<file path="src/rtl/vspa_pkg.sv">
// ----------------------------------------------------------------------------
// vspa_pkg: shared types and constants of the primitive assembler
// Command codes, draw modes, record kinds, item and job structs.
// ----------------------------------------------------------------------------
package vspa_pkg;

  localparam int INDEX_WIDTH = 16;
  localparam int JOBQ_DEPTH  = 2;
  localparam int JOBQ_AW     = $clog2(JOBQ_DEPTH);

  typedef logic [INDEX_WIDTH-1:0] idx_t;

  localparam idx_t IDX_ONE = idx_t'(1);
  localparam idx_t IDX_TWO = idx_t'(2);

  localparam logic [2:0] CMD_VERTEX   = 3'd0;
  localparam logic [2:0] CMD_BEGIN_FN = 3'd1;
  localparam logic [2:0] CMD_BEGIN_ST = 3'd2;
  localparam logic [2:0] CMD_BEGIN_LS = 3'd3;
  localparam logic [2:0] CMD_CLOSE    = 3'd4;
  localparam logic [2:0] CMD_LINE     = 3'd5;
  localparam logic [2:0] CMD_RECT     = 3'd6;
  localparam logic [2:0] CMD_QUAD     = 3'd7;

  localparam logic [1:0] KIND_TRI_VTX  = 2'd0;
  localparam logic [1:0] KIND_TRI_IDX  = 2'd1;
  localparam logic [1:0] KIND_LINE_VTX = 2'd2;
  localparam logic [1:0] KIND_LINE_IDX = 2'd3;

  typedef enum logic [3:0] {
    MODE_DEFAULT = 4'b0001,
    MODE_FAN     = 4'b0010,
    MODE_STRIP   = 4'b0100,
    MODE_LSTRIP  = 4'b1000
  } mode_t;

  typedef struct packed {
    logic        [2:0]  cmd;
    logic signed [15:0] x;
    logic signed [15:0] y;
    logic signed [15:0] x_end;
    logic signed [15:0] y_end;
    logic        [31:0] colour;
    logic        [31:0] colour_end;
    logic               two_colour;
  } in_item_t;

  typedef struct packed {
    logic        [1:0]  kind;
    logic signed [15:0] pos_x;
    logic signed [15:0] pos_y;
    logic        [31:0] vert_colour;
    logic        [15:0] index_value;
    logic               last;
  } out_item_t;

  typedef struct packed {
    logic signed [15:0] x;
    logic signed [15:0] y;
    logic        [31:0] colour;
  } vertex_t;

  // One command's worth of records: vertices first, then indices.
  typedef struct packed {
    logic                is_line;
    logic [2:0]          nv;
    logic [3:0]          ni;
    logic [15:0]         base;
    vertex_t [3:0]       vert;
    logic [7:0][15:0]    idx;
  } job_t;

  typedef struct packed {
    logic full;
    logic empty;
  } jobq_stat_t;

  function automatic logic [15:0] lo16(idx_t v);
    return v[15:0];
  endfunction

endpackage

</file>
<file path="src/rtl/vspa_front.sv">
// ----------------------------------------------------------------------------
// vspa_front: command decode and primitive state
// Tracks mode, vertex counts and list totals; emits up to one job per command.
// ----------------------------------------------------------------------------
module vspa_front import vspa_pkg::*; (
  input  logic     clk,
  input  logic     rst_n,
  input  logic     accept,
  input  in_item_t item,
  output logic     job_vld,
  output job_t     job
);

  mode_t          mode_r, mode_nxt;
  logic [1:0]     cnt_r, cnt_nxt;
  vertex_t [1:0]  held_r, held_nxt;
  idx_t           ip0_r, ip0_nxt, ip1_r, ip1_nxt;
  idx_t           tri_tot_r, tri_tot_nxt, line_tot_r, line_tot_nxt;

  vertex_t            v;
  idx_t               p0, p1, adv, tb, lb;
  logic               sel, eqx, eqy;
  logic signed [15:0] xr, yb;
  logic [31:0]        c_end;

  always_comb begin
    v     = '{x: item.x, y: item.y, colour: item.colour};
    xr    = item.x_end + 16'sd1;
    yb    = item.y_end + 16'sd1;
    eqx   = (item.x == item.x_end);
    eqy   = (item.y == item.y_end);
    c_end = item.two_colour ? item.colour_end : item.colour;
    tb    = tri_tot_r;
    lb    = line_tot_r;
    p0    = ip0_r;
    p1    = ip1_r;
    adv   = '0;
    sel   = 1'b0;

    mode_nxt     = mode_r;
    cnt_nxt      = cnt_r;
    held_nxt     = held_r;
    ip0_nxt      = ip0_r;
    ip1_nxt      = ip1_r;
    tri_tot_nxt  = tri_tot_r;
    line_tot_nxt = line_tot_r;
    job          = '0;
    job_vld      = 1'b0;

    unique case (item.cmd)
      CMD_VERTEX: begin
        if (cnt_r != 2'd3) cnt_nxt = cnt_r + 2'd1;
        if (mode_r == MODE_FAN || mode_r == MODE_STRIP) begin
          if (cnt_r < 2'd2) begin
            held_nxt[cnt_r[0]] = v;
          end else begin
            job_vld      = 1'b1;
            job.is_line  = 1'b0;
            job.base     = lo16(tb);
            job.ni       = 4'd3;
            if (cnt_r == 2'd2) begin
              p0          = tb;
              p1          = tb + IDX_ONE;
              job.nv      = 3'd3;
              job.vert[0] = held_r[0];
              job.vert[1] = held_r[1];
              job.vert[2] = v;
            end else begin
              job.nv      = 3'd1;
              job.vert[0] = v;
            end
            job.idx[0] = lo16(p0);
            job.idx[1] = lo16(p1);
            ip0_nxt    = p0;
            ip1_nxt    = p1;
            if (mode_r == MODE_FAN) begin
              adv     = p1 + IDX_ONE;
              ip1_nxt = adv;
            end else begin
              // advance the index that trails the other by one
              sel = ((p1 - p0) == IDX_ONE) ? 1'b0 : 1'b1;
              adv = (sel ? p1 : p0) + IDX_TWO;
              if (sel) ip1_nxt = adv;
              else     ip0_nxt = adv;
            end
            job.idx[2]  = lo16(adv);
            tri_tot_nxt = tb + idx_t'(job.nv);
          end
        end else if (mode_r == MODE_LSTRIP) begin
          if (cnt_r == 2'd0) begin
            held_nxt[0] = v;
          end else begin
            job_vld     = 1'b1;
            job.is_line = 1'b1;
            job.base    = lo16(lb);
            job.ni      = 4'd2;
            if (cnt_r == 2'd1) begin
              p0          = lb;
              p1          = lb;
              job.nv      = 3'd2;
              job.vert[0] = held_r[0];
              job.vert[1] = v;
            end else begin
              job.nv      = 3'd1;
              job.vert[0] = v;
            end
            adv          = p0 + IDX_ONE;
            job.idx[0]   = lo16(p0);
            job.idx[1]   = lo16(adv);
            ip0_nxt      = adv;
            ip1_nxt      = p1;
            line_tot_nxt = lb + idx_t'(job.nv);
          end
        end
      end
      CMD_BEGIN_FN: begin
        mode_nxt = MODE_FAN;
        cnt_nxt  = 2'd0;
      end
      CMD_BEGIN_ST: begin
        mode_nxt = MODE_STRIP;
        cnt_nxt  = 2'd0;
      end
      CMD_BEGIN_LS: begin
        mode_nxt = MODE_LSTRIP;
        cnt_nxt  = 2'd0;
      end
      CMD_CLOSE: begin
        mode_nxt = MODE_DEFAULT;
        if (mode_r == MODE_LSTRIP) begin
          job_vld     = 1'b1;
          job.is_line = 1'b1;
          job.ni      = 4'd2;
          job.idx[0]  = lo16(ip0_r);
          job.idx[1]  = lo16(ip1_r);
        end
      end
      CMD_LINE: begin
        mode_nxt     = MODE_DEFAULT;
        job_vld      = 1'b1;
        job.is_line  = 1'b1;
        job.base     = lo16(lb);
        job.nv       = 3'd2;
        job.ni       = 4'd2;
        job.vert[0]  = v;
        job.vert[1]  = '{x: item.x_end, y: item.y_end, colour: c_end};
        job.idx[0]   = lo16(lb);
        job.idx[1]   = lo16(lb + IDX_ONE);
        line_tot_nxt = lb + IDX_TWO;
      end
      CMD_RECT: begin
        mode_nxt    = MODE_DEFAULT;
        job_vld     = 1'b1;
        job.is_line = 1'b1;
        job.base    = lo16(lb);
        job.vert[0] = v;
        if (eqx && eqy) begin
          // point: one vertex, no segment
          job.nv = 3'd1;
        end else if (eqx || eqy) begin
          job.nv      = 3'd2;
          job.ni      = 4'd2;
          job.vert[1] = '{x: item.x_end, y: item.y_end, colour: item.colour};
          job.idx[0]  = lo16(lb);
          job.idx[1]  = lo16(lb + IDX_ONE);
        end else begin
          job.nv      = 3'd4;
          job.ni      = 4'd8;
          job.vert[1] = '{x: item.x_end, y: item.y,     colour: item.colour};
          job.vert[2] = '{x: item.x_end, y: item.y_end, colour: item.colour};
          job.vert[3] = '{x: item.x,     y: item.y_end, colour: item.colour};
          job.idx[0]  = lo16(lb);
          job.idx[1]  = lo16(lb + IDX_ONE);
          job.idx[2]  = lo16(lb + IDX_ONE);
          job.idx[3]  = lo16(lb + IDX_TWO);
          job.idx[4]  = lo16(lb + IDX_TWO);
          job.idx[5]  = lo16(lb + idx_t'(3));
          job.idx[6]  = lo16(lb + idx_t'(3));
          job.idx[7]  = lo16(lb);
        end
        line_tot_nxt = lb + idx_t'(job.nv);
      end
      default: begin
        mode_nxt    = MODE_DEFAULT;
        job_vld     = 1'b1;
        job.is_line = 1'b0;
        job.base    = lo16(tb);
        job.nv      = 3'd4;
        job.ni      = 4'd6;
        job.vert[0] = v;
        job.vert[1] = '{x: xr,     y: item.y, colour: item.colour};
        job.vert[2] = '{x: item.x, y: yb,     colour: item.colour};
        job.vert[3] = '{x: xr,     y: yb,     colour: item.colour};
        job.idx[0]  = lo16(tb);
        job.idx[1]  = lo16(tb + IDX_ONE);
        job.idx[2]  = lo16(tb + IDX_TWO);
        job.idx[3]  = lo16(tb + IDX_ONE);
        job.idx[4]  = lo16(tb + IDX_TWO);
        job.idx[5]  = lo16(tb + idx_t'(3));
        tri_tot_nxt = tb + idx_t'(4);
      end
    endcase

    if (!accept) job_vld = 1'b0;
  end

  always_ff @(posedge clk) begin
    if (!rst_n) begin
      mode_r     <= MODE_DEFAULT;
      cnt_r      <= 2'd0;
      held_r     <= '0;
      ip0_r      <= '0;
      ip1_r      <= '0;
      tri_tot_r  <= '0;
      line_tot_r <= '0;
    end else if (accept) begin
      mode_r     <= mode_nxt;
      cnt_r      <= cnt_nxt;
      held_r     <= held_nxt;
      ip0_r      <= ip0_nxt;
      ip1_r      <= ip1_nxt;
      tri_tot_r  <= tri_tot_nxt;
      line_tot_r <= line_tot_nxt;
    end
  end

endmodule

</file>
<file path="src/rtl/vspa_jobq.sv">
// ----------------------------------------------------------------------------
// vspa_jobq: short job queue between front and back
// Register-based FIFO; the head entry is shown without a read latency.
// ----------------------------------------------------------------------------
module vspa_jobq import vspa_pkg::*; (
  input  logic       clk,
  input  logic       rst_n,
  input  logic       push,
  input  job_t       push_job,
  input  logic       pop,
  output job_t       head,
  output jobq_stat_t stat
);

  job_t [JOBQ_DEPTH-1:0] mem_r;
  logic [JOBQ_AW-1:0]    wr_ptr_r, rd_ptr_r;
  logic [JOBQ_AW:0]      cnt_r;

  assign stat.full  = (cnt_r == (JOBQ_AW+1)'(JOBQ_DEPTH));
  assign stat.empty = (cnt_r == '0);
  assign head       = mem_r[rd_ptr_r];

  always_ff @(posedge clk) begin
    if (push) mem_r[wr_ptr_r] <= push_job;
  end

  always_ff @(posedge clk) begin
    if (!rst_n) begin
      wr_ptr_r <= '0;
      rd_ptr_r <= '0;
      cnt_r    <= '0;
    end else begin
      if (push) wr_ptr_r <= wr_ptr_r + 1'b1;
      if (pop)  rd_ptr_r <= rd_ptr_r + 1'b1;
      case ({push, pop})
        2'b10:   cnt_r <= cnt_r + 1'b1;
        2'b01:   cnt_r <= cnt_r - 1'b1;
        default: cnt_r <= cnt_r;
      endcase
    end
  end

endmodule

</file>
<file path="src/rtl/vspa_back.sv">
// ----------------------------------------------------------------------------
// vspa_back: record sequencer
// Walks the head job into the output register, one record per cycle while free.
// ----------------------------------------------------------------------------
module vspa_back import vspa_pkg::*; (
  input  logic       clk,
  input  logic       rst_n,
  input  job_t       job,
  input  jobq_stat_t stat,
  output logic       job_pop,
  input  logic       out_pop,
  output logic       out_empty,
  output out_item_t  out_item
);

  logic [3:0]  step_r, step_nxt;
  logic        out_vld_r;
  out_item_t   out_r;

  logic        advance, is_vtx, is_last;
  logic [3:0]  total, k;
  out_item_t   rec;

  assign advance = !stat.empty && (!out_vld_r || out_pop);

  always_comb begin
    total   = 4'(job.nv) + job.ni;
    is_vtx  = (step_r < 4'(job.nv));
    is_last = (step_r == total - 4'd1);
    k       = step_r - 4'(job.nv);
    rec     = '0;
    rec.last = is_last;
    if (is_vtx) begin
      rec.kind        = job.is_line ? KIND_LINE_VTX : KIND_TRI_VTX;
      rec.pos_x       = job.vert[step_r[1:0]].x;
      rec.pos_y       = job.vert[step_r[1:0]].y;
      rec.vert_colour = job.vert[step_r[1:0]].colour;
      rec.index_value = job.base + 16'(step_r);
    end else begin
      rec.kind        = job.is_line ? KIND_LINE_IDX : KIND_TRI_IDX;
      rec.index_value = job.idx[k[2:0]];
    end
    job_pop  = advance && is_last;
    step_nxt = step_r;
    if (advance) step_nxt = is_last ? 4'd0 : step_r + 4'd1;
  end

  always_ff @(posedge clk) begin
    if (advance) out_r <= rec;
  end

  always_ff @(posedge clk) begin
    if (!rst_n) begin
      step_r    <= 4'd0;
      out_vld_r <= 1'b0;
    end else begin
      step_r <= step_nxt;
      if (advance)      out_vld_r <= 1'b1;
      else if (out_pop) out_vld_r <= 1'b0;
    end
  end

  assign out_empty = !out_vld_r;
  assign out_item  = out_r;

endmodule

</file>
<file path="src/rtl/vertex_stream_primitive_assembler_top.sv">
// ----------------------------------------------------------------------------
// vertex_stream_primitive_assembler_top: triangle/line primitive assembly
// Turns drawing commands into vertex and index records for two lists.
// ----------------------------------------------------------------------------
// Usage:
//   Input is a queue-style push port: a command request is taken on a rising
//   edge with in_push high and in_full low. Results come out of a queue-style
//   pop port: the oldest record sits on out_item while out_empty is low and
//   leaves on an edge with out_pop high.
//   A command that causes records yields 1 to 12 of them, in order, with
//   last set on the final one. A taken command's job goes into the job
//   queue, then its first record into the output register. The record
//   sequencer emits one record per cycle while the output register is free
//   or popped; a strip or fan vertex after the first triangle yields four
//   records. Commands without records (begin, held vertices) skip the back end.
//   A two-entry job queue parts command decode from record output: decode
//   keeps taking commands while records wait, and in_full rises only once
//   both queue entries are taken. A stalled record holds on the ports.
//   Reset clears the draw mode, counters, held vertices, indices, list
//   totals, the job queue pointers, the record step and the output valid flag.
// ----------------------------------------------------------------------------
module vertex_stream_primitive_assembler_top import vspa_pkg::*; (
  input  logic      clk,
  input  logic      rst_n,
  input  logic      in_push,
  output logic      in_full,
  input  in_item_t  in_item,
  output logic      out_empty,
  input  logic      out_pop,
  output out_item_t out_item
);

  logic       accept, job_vld, job_pop;
  job_t       job_in, job_head;
  jobq_stat_t q_stat;

  assign in_full = q_stat.full;
  assign accept  = in_push && !q_stat.full;

  vspa_front u_front (
    .clk     (clk),
    .rst_n   (rst_n),
    .accept  (accept),
    .item    (in_item),
    .job_vld (job_vld),
    .job     (job_in)
  );

  vspa_jobq u_jobq (
    .clk      (clk),
    .rst_n    (rst_n),
    .push     (job_vld),
    .push_job (job_in),
    .pop      (job_pop),
    .head     (job_head),
    .stat     (q_stat)
  );

  vspa_back u_back (
    .clk       (clk),
    .rst_n     (rst_n),
    .job       (job_head),
    .stat      (q_stat),
    .job_pop   (job_pop),
    .out_pop   (out_pop),
    .out_empty (out_empty),
    .out_item  (out_item)
  );

endmodule
</file>
<file path="config.mk">
export PLATFORM = sky130hd
export DESIGN_NAME = vertex_stream_primitive_assembler_top
export DESIGN_NICKNAME = d
export VERILOG_FILES = /design/src/rtl/vspa_pkg.sv /design/src/rtl/vspa_front.sv /design/src/rtl/vspa_jobq.sv /design/src/rtl/vspa_back.sv /design/src/rtl/vertex_stream_primitive_assembler_top.sv
export SDC_FILE = /design/constraint.sdc
export NUM_CORES = 2
export LEC_CHECK = 0
export BUFFER_PORTS_ARGS = -buffer_cell sky130_fd_sc_hd__buf_2
export CORE_UTILIZATION = 60
export CTS_BUF_LIST = sky130_fd_sc_hd__clkbuf_2 sky130_fd_sc_hd__clkbuf_4 sky130_fd_sc_hd__clkbuf_8
export DETAILED_ROUTE_END_ITERATION = 7
export PLACE_DENSITY = 0.78
export RECOVER_POWER = 100
export SYNTH_ARGS = -nofsm -noshare
export SYNTH_HDL_FRONTEND = slang
export SYNTH_SLANG_ARGS = --single-unit
</file>
<file path="constraint.sdc">
create_clock -name clk -period 30.2 [get_ports clk]
set_clock_uncertainty 0.2 [all_clocks]
set_input_delay 4.53 -clock clk [delete_from_list [all_inputs] [get_ports clk]]
set_output_delay 4.53 -clock clk [all_outputs]
set_load 0.005 [all_outputs]
</file>
== After elaboration in Yosys (flattened, before gate mapping) ==
Index checks and enable logic that the tools add are counted.
W data, S select, Z words.

* $lt $le $gt $ge: 9
* Bitwise gates (word level): 2
* Eq/ne operators: 28
* Multiplexer cells: 119
* $add $sub $neg: 26
* Reductions and logical operators: 36

{| class="wikitable"
|+ Operators by type and width
! cell !! count
|-
| $mux W408 || 3
|-
| $bwmux W816 || 1
|-
| $mux W128 || 6
|-
| $mux W64 || 10
|-
| $mux W16 || 36
|-
| $pmux W128 S4 || 1
|-
| $demux W408 S1 || 1
|-
| $mux W192 || 2
|-
| $mux W32 || 6
|-
| $pmux W64 S3 || 1
|-
| $pmux W32 S5 || 1
|-
| $pmux W16 S3 || 3
|-
| $bmux W64 S2 || 1
|-
| $bwmux W128 || 1
|-
| $pmux W64 S2 || 1
|-
| $add A16 B2 Y16 const B || 7
|-
| $mux W48 || 2
|-
| $mux W96 || 1
|-
| $pmux W48 S2 || 1
|-
| $mux W24 || 3
|-
| $add A16 B1 Y16 const B || 4
|-
| $demux W64 S1 || 1
|-
| $add A16 B3 Y16 || 3
|-
| $bmux W16 S3 || 1
|-
| other kinds (59) || 123
|}

* Logic and storage cells: 291
* Flip-flop bits (word level): 1106
* Bits of input ports: 136

== Logic depth before layout (Yosys ltp) ==
* Depth in word-level cells: 14
* Mapped depth: 34
* Depth with buffers taken out: 25

== Modules after synthesis ==
From an unflattened synthesis, not the netlist that was laid out.

* Cell total of the unflattened synthesis: 4462
* Area, all modules: 54627.4 µm²

{| class="wikitable"
|+ By module, submodules not included
! module !! cells each !! times used !! area an instance (µm²)
|-
| vspa_jobq || 1289 || 1 || 29538.3
|-
| vspa_front || 2739 || 1 || 18571.6
|-
| vspa_back || 433 || 1 || 6503.7
|-
| vertex_stream_primitive_assembler_top || 1 || 1 || 13.8
|}

== Least setup slack after synthesis ==
Ideal clock, no wire load.

* Kind: input to register
* Start point: input port in_item[129] in the netlist's numbering
* End point: register u_jobq.mem_r[0] in the netlist's numbering (enable)
* Data arrival time: 22.716 ns
* Path slack: 6.098 ns
* Data required time: 28.814 ns
* Buffers on the path: 2
* Stages on the path: 8
* Cells stage by stage: clkbuf_1 or2_2 nor2_1 nand3_1 clkbuf_1 a21oi_1 inv_1 nor2_1

* Word-level cells in the longest chain between the ends: 4
* Elaborated cells on any way between the ends: 8
* Classes of those cells: 4 x eq/ne; 2 x mux; 2 x reduce/logical

{| class="wikitable"
|+ Ends and longest elaborated chain
! element !! RTL line !! text
|-
| start, declared || vertex_stream_primitive_assembler_top.sv:27 || <nowiki>input in_item_t in_item,</nowiki>
|-
| $eq A3 B1 Y1 or $eq A3 B2 Y1 (tied branches) || vspa_front.sv:50 || <nowiki>unique case (item.cmd)</nowiki>
|-
| $reduce_or A3 Y1 (no line) || n/a ||
|-
| $pmux W1 S3 (*) || vspa_front.sv:50 ||
|-
| $mux W1 (*) || vspa_front.sv:204 || <nowiki>if (!accept) job_vld = 1'b0;</nowiki>
|-
| end signal, assigned by index || vspa_jobq.sv:24 || <nowiki>if (push) mem_r[wr_ptr_r] <= push_job;</nowiki>
|-
| end, declared || vspa_jobq.sv:15 || <nowiki>job_t [JOBQ_DEPTH-1:0] mem_r;</nowiki>
|}

Every way passes the cells marked *; elsewhere a longest branch is shown, timed or not.
A chain may end at the register's enable or synchronous reset.

== Worst setup path in the final report ==
* Start point: input port in_item[130] in the netlist's numbering
* End point: register u_jobq.mem_r[693] in the netlist's numbering (enable)

The elaborated chain is that of the path after synthesis.

==> summary.txt <==
Synth area leader = edfxtp_1
Detailed Place HPWL = 90.8 mm
sw frac = 0.243
CP max FO = 73
Clock Latency Late Sink = 850 ps
Post-synth EDFFs = 899
failing checks = design-rule violations, max-capacitance violations, max-slew violations
final core occ = 0.669
Post-Synth Adder-Cell Area = 0.0139
full die area = 89300 um^2
postcts setup bufs = 0
nets = 4630
hold depth = 2
Hold Violations, Final = 0
post-synthesis xor/xnor area fraction = 0.0395
Core Region = 87000 um^2
commonest non-fill, non-tap cell in the layout = edfxtp_1
Int Pwr = 2.55 mW
Setup TNS = 0 ps
main combinational cell family by area after synthesis = compound AO/OA/AOI/OAI gates
syn nets = 4504
VDD IR max = 0.0477 mV
Detailed Route Iter0 Violations = 5609
share of post-route cells with drive strength above 1 = 0.173
drt first pass iters = 8
clock share of power = 0.393
WL final = 148 mm
Crit path depth = 9
Max Slew Vio Count = 1939
Die X-Extent = 299 um
antenna violation net count after detailed routing = 0
portion of total power attributed to combinational logic = 0.090
total CTS buffers = 175
flops & latches, synth = 1106
fillers = 6178
register area = 31100 um^2
vias in the first global route = 37000
CP cell instances = clkbuf_1 -> or2_2 -> nor2_1 -> nand3_1 -> a21oi_1 -> and2_0 -> clkbuf_1 -> clkbuf_1 -> clkbuf_1
Crit path arrival time = 18020 ps
critical path endpoint category = register
RSZ-0062 raised after global routing = no
kind of critical path = input pin to register
first-pass GRT wire length = 221 mm
Starting Density = 0.607
NetSw = 0.818 mW
leakage = 19.7 nW
most frequent cells in the layout = edfxtp_1, nand2_1, a21oi_1
Slew @ Worst Pin = 9740 ps
placer congestion estimate = 0.970
MaxCap Viol Count = 32
CTS tree = yes
Synth async-reset ratio = 0
Slew headroom = -5.49
vias per inst = 6.64
post-synthesis sequential area ratio = 0.589
Rows = 108
Seq pwr share = 0.517
initial antenna violation count = 13
WP data required = 30330 ps
placed cell count = 5417
CP Buf/Inv Count = 4
grt ovf = 0
CTS Root Buffer Type = clkbuf_8
Placement Setup Slack = 20360 ps
status = complete, but fails checks
largest net degree at the start of global routing = 172
Clock Path Buffers = 3
max incr delay on CP = 3260 ps
Vias = 38200
final cell count without fillers = 5759
power per cell area = 57.8 nW/um^2
CTS clk-pin slew, worst paths = 60 ps
Achievable Freq = 55.9 MHz
hold buffers post-CTS = 0
slowest CP cell = and2_0
PnR worst setup slack = 12310 ps
Yosys cell types = 84
Synth area leaders = edfxtp_1, mux4_2, dfxtp_1
# DRC = 13
post-synthesis mux area share = 0.104
I/O pin count = 221
hold slack = 250 ps
Yosys Warn Count = 0
min cycle time layout = 17890 ps
fin crit share = 0.592
Post-Syn Area = 52800 um^2
clock net sink count = 1106
Top delay family on crit path = buffers and inverters
Mapped Cells = 4313
H-tree depth = 4
Synth Area in Simple Gates = 0.109
Worst Setup Start Kind = input pin
top-area cell type share of the netlist area = 0.511
Finish-stage setup viols = 0
overall routing resource usage = 0.326
Area Overhead vs Synth = 10.2%
R2R depth = 6
Vert. Die Dim = 299 um
Buffers on Ports = 220
Main synth FF type = edfxtp_1
Synth Area per Inst = 12.3 um^2
Multi-input gate area = 20100 um^2
class of the worst hold path = register to register
Synth Area in Compound Gates = 0.111
Most Frequent Cell on Critical Path = clkbuf_1
CTS resizes = 0
drt wl/cell = 25.6 um
==> flip-flops by register name (all words and copies together), names as in the netlist, 15 cells and up, named ones only <==
| name | flops |
|---|---|
| u_front.tb | 16 |
| u_jobq.mem_r | 816 |
| u_front.held_r | 128 |
| u_front.lb | 16 |
| u_back.out_item | 83 |
| u_front.ip0_r | 15 |
| u_front.ip1_r | 16 |
==> logic make-up after synthesis <==
logic type / count (synthesis)
multiplexers: 287
AO/OA/AOI/OAI: 896
flip-flops: 1106
XOR/XNOR: 238
AND/OR/NAND/NOR: 1283
buffers and inverters: 448
adder cells (fa/ha/maj): 55
==> cell usage after synthesis (all sizes together) (9+ instances only) <==
cell type,instances
a22oi,11
nor2,195
o221ai,15
mux2i,62
xor2,122
nor3,57
a21oi,310
clkbuf,276
mux4,208
a222oi,62
o22ai,34
ha,49
a22o,99
or3,25
and2,95
nand2b,16
nor4,19
or2,9
nand2,670
a221o,18
mux2,17
o211ai,16
a21o,31
o31ai,13
o21ai,183
inv,94
a31o,10
and4,9
a31oi,32
and3,21
a221oi,11
nand4,45
dfxtp,207
nor2b,14
buf,75
nand3,86
xnor2,116
edfxtp,899
==> area by class of cell <==
type | count | area share
Multi-Input combinational cell | 2759 | 0.344
Sequential cell | 1106 | 0.535
Tap cell | 1155 | 0.0248
Antenna cell | 14 | 0.000602
Clock buffer | 254 | 0.0534
Inverter | 97 | 0.00629
Timing Repair Buffer | 300 | 0.0263
Clock inverter | 74 | 0.00950
==> metal layers <==
metal / part of all wire / GRT usage / up-vias
li1: - / - / 16500
met1: 0.37 / 0.444 / 18700
met2: 0.46 / 0.503 / 2615
met3: 0.12 / 0.0779 / 421
met4: 0.038 / 0.143 / 2
met5: 0.000095 / 0 / -
==> stage by stage <==
step	instance area [um^2]	total power [mW]
finish	58200	3.37
global route	58200	3.47
detailed placement	54800	2.06
CTS	58500	3.36
floorplan	52800	1.97
global placement	54800	2.05
==> worst min-delay path, cell delays in order (launching register included) <==
cell     delay [ps]
dfxtp_1         310
nand2_1          50
a21oi_1          50
==> final timing paths <==
check,startpoint,to,slack [ps]
setup / recovery,in_item[130],u_jobq.mem_r[693]$_DFFE_PP_,12310
hold / removal,u_front.held_r[120]$_SDFFE_PN0P_,u_front.held_r[120]$_SDFFE_PN0P_,250
setup reg to reg,u_jobq.rd_ptr_r$_SDFFE_PN0P_,u_back.out_item[6]$_DFFE_PP_,15110
hold reg to reg,u_front.held_r[120]$_SDFFE_PN0P_,u_front.held_r[120]$_SDFFE_PN0P_,250
==> power groups by stage <==
stage	logic, mW	clock network [mW]	registers [mW]
detailed placement	0.299	0	1.76
finish	0.302	1.32	1.74
floorplan	0.195	0	1.78
global placement	0.293	0	1.76
CTS	0.300	1.33	1.73
global route	0.321	1.40	1.75
(Power assumes the default switching activity.)
